--- src/rtl/mrfc_pkg.sv ---
`timescale 1ns / 1ps

package mrfc_pkg;

  // Result kinds.
  localparam logic KIND_DATA   = 1'b0;
  localparam logic KIND_STATUS = 1'b1;

  // CRC-16/MODBUS constants.
  localparam logic [15:0] CRC_INIT = 16'hFFFF;
  localparam logic [15:0] CRC_POLY = 16'hA001;

  typedef struct packed {
    logic       kind;
    logic [7:0] payload_byte;
    logic [7:0] payload_index;
    logic [7:0] byte_count;
    logic       crc_error;
    logic       last;
  } result_t;

  // One byte of the reflected CRC: eight shift/xor steps on a 16-bit value.
  function automatic logic [15:0] crc_byte(input logic [15:0] crc, input logic [7:0] b);
    logic [15:0] c;
    c = crc ^ {8'h00, b};
    for (int i = 0; i < 8; i++) begin
      if (c[0]) begin
        c = (c >> 1) ^ CRC_POLY;
      end else begin
        c = c >> 1;
      end
    end
    return c;
  endfunction

endpackage

--- src/rtl/mrfc_parser.sv ---
`timescale 1ns / 1ps

module mrfc_parser (
  input  logic               clk,
  input  logic               rst,
  input  logic               adv,
  input  logic [7:0]         rx_byte,
  input  logic               frame_start,
  output logic               res_valid,
  output mrfc_pkg::result_t  res
);

  typedef enum logic [2:0] {
    PH_ADDR  = 3'd0,
    PH_FUNC  = 3'd1,
    PH_COUNT = 3'd2,
    PH_DATA  = 3'd3,
    PH_CRC1  = 3'd4,
    PH_CRC2  = 3'd5
  } phase_t;

  phase_t      phase, phase_next;
  logic [15:0] crc_register, crc_register_next;
  logic [7:0]  payload_length, payload_length_next;
  logic [7:0]  bytes_seen, bytes_seen_next;
  logic [7:0]  first_crc_byte, first_crc_byte_next;
  logic [15:0] crc_upd;
  logic [7:0]  seen_inc;

  // A frame start always restarts parsing at the address byte.
  phase_t      cur;

  always_comb begin
    cur = frame_start ? PH_ADDR : phase;
    seen_inc = bytes_seen + 8'd1;
    crc_upd = mrfc_pkg::crc_byte((cur == PH_ADDR) ? mrfc_pkg::CRC_INIT : crc_register,
                                 rx_byte);
    phase_next          = phase;
    crc_register_next   = crc_register;
    payload_length_next = payload_length;
    bytes_seen_next     = bytes_seen;
    first_crc_byte_next = first_crc_byte;
    res_valid           = 1'b0;
    res                 = '0;
    res.byte_count      = payload_length;
    unique case (cur)
      PH_FUNC: begin
        crc_register_next = crc_upd;
        phase_next        = PH_COUNT;
      end
      PH_COUNT: begin
        crc_register_next   = crc_upd;
        payload_length_next = rx_byte;
        bytes_seen_next     = 8'd0;
        phase_next          = (rx_byte == 8'd0) ? PH_CRC1 : PH_DATA;
      end
      PH_DATA: begin
        crc_register_next = crc_upd;
        bytes_seen_next   = seen_inc;
        if (seen_inc >= payload_length) begin
          phase_next = PH_CRC1;
        end
        res_valid         = 1'b1;
        res.kind          = mrfc_pkg::KIND_DATA;
        res.payload_byte  = rx_byte;
        res.payload_index = bytes_seen;
      end
      PH_CRC1: begin
        first_crc_byte_next = rx_byte;
        phase_next          = PH_CRC2;
      end
      PH_CRC2: begin
        res_valid     = 1'b1;
        res.kind      = mrfc_pkg::KIND_STATUS;
        res.last      = 1'b1;
        res.crc_error = (first_crc_byte != crc_register[7:0]) ||
                        (rx_byte != crc_register[15:8]);
        phase_next    = PH_ADDR;
      end
      default: begin
        // Address byte, and any code outside the frame sequence.
        crc_register_next   = crc_upd;
        payload_length_next = 8'd0;
        bytes_seen_next     = 8'd0;
        first_crc_byte_next = 8'd0;
        phase_next          = PH_FUNC;
      end
    endcase
  end

  always_ff @(posedge clk) begin
    if (rst) begin
      phase          <= PH_ADDR;
      crc_register   <= mrfc_pkg::CRC_INIT;
      payload_length <= 8'd0;
      bytes_seen     <= 8'd0;
      first_crc_byte <= 8'd0;
    end else if (adv) begin
      phase          <= phase_next;
      crc_register   <= crc_register_next;
      payload_length <= payload_length_next;
      bytes_seen     <= bytes_seen_next;
      first_crc_byte <= first_crc_byte_next;
    end
  end

`ifndef SYNTHESIS
  a_reset_addr: assert property (@(posedge clk) rst |=> (phase == PH_ADDR))
    else $error("parser not waiting for address after reset");
  a_start_func: assert property (@(posedge clk) disable iff (rst)
    (adv && frame_start) |=> (phase == PH_FUNC))
    else $error("frame start did not restart parsing");
  a_crc1_crc2: assert property (@(posedge clk) disable iff (rst)
    (adv && !frame_start && phase == PH_CRC1) |=> (phase == PH_CRC2))
    else $error("first CRC byte not followed by second CRC phase");
  a_data_index: assert property (@(posedge clk) disable iff (rst)
    (phase == PH_DATA) |-> (bytes_seen < payload_length))
    else $error("data index beyond byte count");
`endif

endmodule

--- config.mk ---
export PLATFORM = sky130hd
export DESIGN_NAME = mrfc_parser
export DESIGN_NICKNAME = d
export VERILOG_FILES = /design/src/rtl/mrfc_pkg.sv /design/src/rtl/mrfc_parser.sv
export SDC_FILE = /design/constraint.sdc
export NUM_CORES = 1
export LEC_CHECK = 0
export BUFFER_PORTS_ARGS = -buffer_cell sky130_fd_sc_hd__buf_4
export CAP_MARGIN = 40
export CORE_UTILIZATION = 60
export CTS_CLUSTER_DIAMETER = 150
export DETAILED_ROUTE_END_ITERATION = 16
export GPL_TIMING_DRIVEN = 1
export PLACE_DENSITY = 0.91
export SETUP_SLACK_MARGIN = 0.02
export SYNTH_ARGS = -nofsm -noshare
export SYNTH_HDL_FRONTEND = slang
export SYNTH_SLANG_ARGS = --single-unit
--- constraint.sdc ---
create_clock -name clk -period 5.1 [get_ports clk]
set_clock_uncertainty 0.2 [all_clocks]
set_input_delay 1.02 -clock clk [delete_from_list [all_inputs] [get_ports clk]]
set_output_delay 1.02 -clock clk [all_outputs]
set_load 0.05 [all_outputs]
==> impl_metrics.py <==
metrics = {
    "power": {
        "p_total_mw": 0.775,
        "p_leak_nw": 1.20,
        "irDropWorstVdd_mv": 0.145,
        "power.density_nw_per_um2": 249,
    },
    "route": {
        "vias_per_cell": 6.04,
        "finalWirelength_mm": 6.60,
        "vias": 2525,
        "drt_iter0_markers": 189,
        "route.detailed.drc": 0,
        "wl_per_cell_um": 15.8,
        "antenna_left": 0,
        "drt-pass1-iter-count": 5,
    },
    "sta": {
        "worst_pin_slew_ns": 0.867,
        "max_slew_margin": 0.420,
        "fmax_mhz": 270,
        "final_max_slew_viol_count": 0,
        "setup_viol": 0,
        "hold_viol": 0,
        "rsz0062_at_grt": "no",
        "finalCritPeriodShare": 0.727,
        "period_minus_slack_ns": 3.71,
        "tns_ns": 0,
    },
    "status": {
        "outcome": "finished, final reports clean",
    },
    "die": {
        "io_pins": 40,
        "die_h_um": 69.9,
        "core_um2": 4380,
        "rows": 24,
        "initial_core_util": 0.631,
        "dieArea_um2": 4890,
        "dieWidth_um": 69.9,
    },
    "logic_synthesis": {
        "synth_warnings": 0,
        "synth-edff-count": 0,
        "synthFlopType": "dfxtp_1",
        "synth_commonest_cells": "dfxtp_1, nor2_1, xnor2_1",
        "synth_area_um2": 2770,
        "synth-seq-cells": 43,
        "postSynthAreaPerCell_um2": 8.07,
        "synthArstFlopShare": 0,
        "synthCells": 343,
        "synth_area_leader_cell": "dfxtp_1",
        "ys_types": 50,
        "ys_top_cells_by_area": "dfxtp_1, xnor2_1, a21oi_1",
        "synth_fp_nets": 364,
        "synth.top_cell.area_share": 0.311,
        "yosysMostFrequentCell": "dfxtp_1",
        "seq_area_frac_synth": 0.311,
    },
    "setup_path": {
        "arrival_ns": 2.49,
        "worstSetupEndpointType": "primary output",
        "crit_required_ns": 3.88,
        "critical_path.max_fanout": 18,
        "cp-start-kind": "input port",
        "crit_top_cell": "buf_4",
        "crit_buf_inv": 2,
        "cp_top_family": "simple AND/OR/NAND/NOR gates",
        "crit_chain": "buf_4 -> nand2b_1 -> nor2_1 -> and2_1 -> buf_4",
        "rr_worst_depth": 9,
        "cp_slowest_cell": "nor2_1",
        "worst_path_largest_cell_delay_ns": 0.68,
        "crit_type": "in -> out",
        "worst-path-stages": 5,
    },
    "placement": {
        "dp_cells": 411,
        "dp_hpwl_mm": 4.61,
        "gp_congestion": 0.817,
        "io_buffers": 39,
    },
    "grt": {
        "grtUsageTotal": 0.282,
        "grt_start_max_net_pins": 47,
        "grt_pass1_vias": 2255,
        "antenna_found_initial": 0,
        "grt_overflow": 0,
        "grt_pass1_wl_mm": 10.9,
    },
    "cts": {
        "cts_hold_buf": 0,
        "root_buffer": "clkbuf_8",
        "cts_resized": 0,
        "clk_pin_slew_ns": 0.08,
        "cts.sinks": 43,
        "clock_latency_ns": 0.30,
        "post-cts-setup-buffers": 0,
        "cts_buffer_depth": 2,
        "cts_made_buffers": 5,
        "htreeDepth": 2,
        "cts_tree": "done",
    },
    "job": {
        "drv_cap": 0,
    },
    "cells_and_area": {
        "diodes": 0,
        "nets": 387,
        "drive_gt1_frac": 0.142,
        "utilization": 0.709,
        "syn_to_final_growth_pct": 12.4,
        "final_cells": 418,
        "nFillCells": 341,
    },
    "worst_hold_path": {
        "hp-class": "reg -> reg",
        "hold_depth": 2,
    },
}
## registers in the layout, summed over array words and instances (netlist names)
register and flops:
crc_register 16, bytes_seen 8, first_crc_byte 8, payload_length 8, phase 3
## per-stage QoR
step | worst slack (ns) | hold slack, ns | cell area, um^2
after floorplan | 1.76 | 0.244 | 2770
after global placement | 1.49 | 0.253 | 3010
after detailed placement | 1.40 | 0.260 | 3010
after CTS | 1.39 | 0.271 | 3110
after global routing | 1.20 | 0.293 | 3110
final | 1.39 | 0.272 | 3110
## kinds of logic after synthesis
family                   after synthesis  synth area share
adder cells (fa/ha/maj)                9            0.0407
multiplexers                           1           0.00362
AND/OR/NAND/NOR                      134             0.243
buffers and inverters                 32            0.0547
XOR/XNOR                              54             0.186
flip-flops                            43             0.311
AO/OA/AOI/OAI                         70             0.161
## path summary, 6_finish.rpt
path,from,to,slack (ns)
setup reg to reg,bytes_seen[2]$_SDFFE_PP0P_,phase[2]$_SDFFE_PP0P_,2.27
hold / removal,first_crc_byte[4]$_SDFFE_PP0P_,first_crc_byte[4]$_SDFFE_PP0P_,0.27
hold reg to reg,first_crc_byte[4]$_SDFFE_PP0P_,first_crc_byte[4]$_SDFFE_PP0P_,0.27
setup / recovery,frame_start,res[18],1.39
## power by group
part / internal (mW) / switching [mW] / total, mW
clock: 0.144 / 0.115 / 0.258
combinational: 0.0671 / 0.0826 / 0.150
sequential: 0.348 / 0.0188 / 0.367
## worst reg2reg max path: stages (launching register included)
cell,delay (ns)
dfxtp_1,0.42
and3_1,0.26
and3_1,0.25
nand3_1,0.12
xnor2_1,0.17
ha_1,0.31
o21ai_0,0.08
a21boi_0,0.41
nand2_1,0.17
o41ai_1,0.34
## layer usage
layer,up-vias,track usage,wire length [um]
li1,1209,-,-
met1,1168,0.392,3020
met2,138,0.435,2970
met3,10,0.0592,525
met4,0,0.0956,82
met5,-,0,0
## area by class of cell
type,instances,area (um^2),share of cell area
Timing Repair Buffer,39,293,0.0941
Clock inverter,1,30.0,0.00965
Clock buffer,6,72.6,0.0233
Inverter,9,33.8,0.0109
Tap cell,52,65.1,0.0209
Multi-Input combinational cell,268,1760,0.564
Sequential cell,43,861,0.277
## placed cells by master (no fill, tap or decap), types with 2 or more instances in the layout
cell type	instances
nand2b_1	8
o21ai_1	2
and3_1	3
a21o_1	2
or4_1	3
xnor3_1	2
ha_1	9
nor2_1	38
o22ai_1	5
or2_2	2
xnor2_1	35
or3_1	3
a21oi_1	29
nor3b_1	3
a211o_1	9
dfxtp_1	43
o21ai_0	8
a22oi_1	3
nor3_1	4
nand2_1	24
and2_1	17
nand4_1	4
xor2_2	2
nand3_1	19
clkbuf_8	5
xor2_1	15
buf_4	39
inv_1	9
a211oi_1	3
Power figures use the tool's default switching activity.
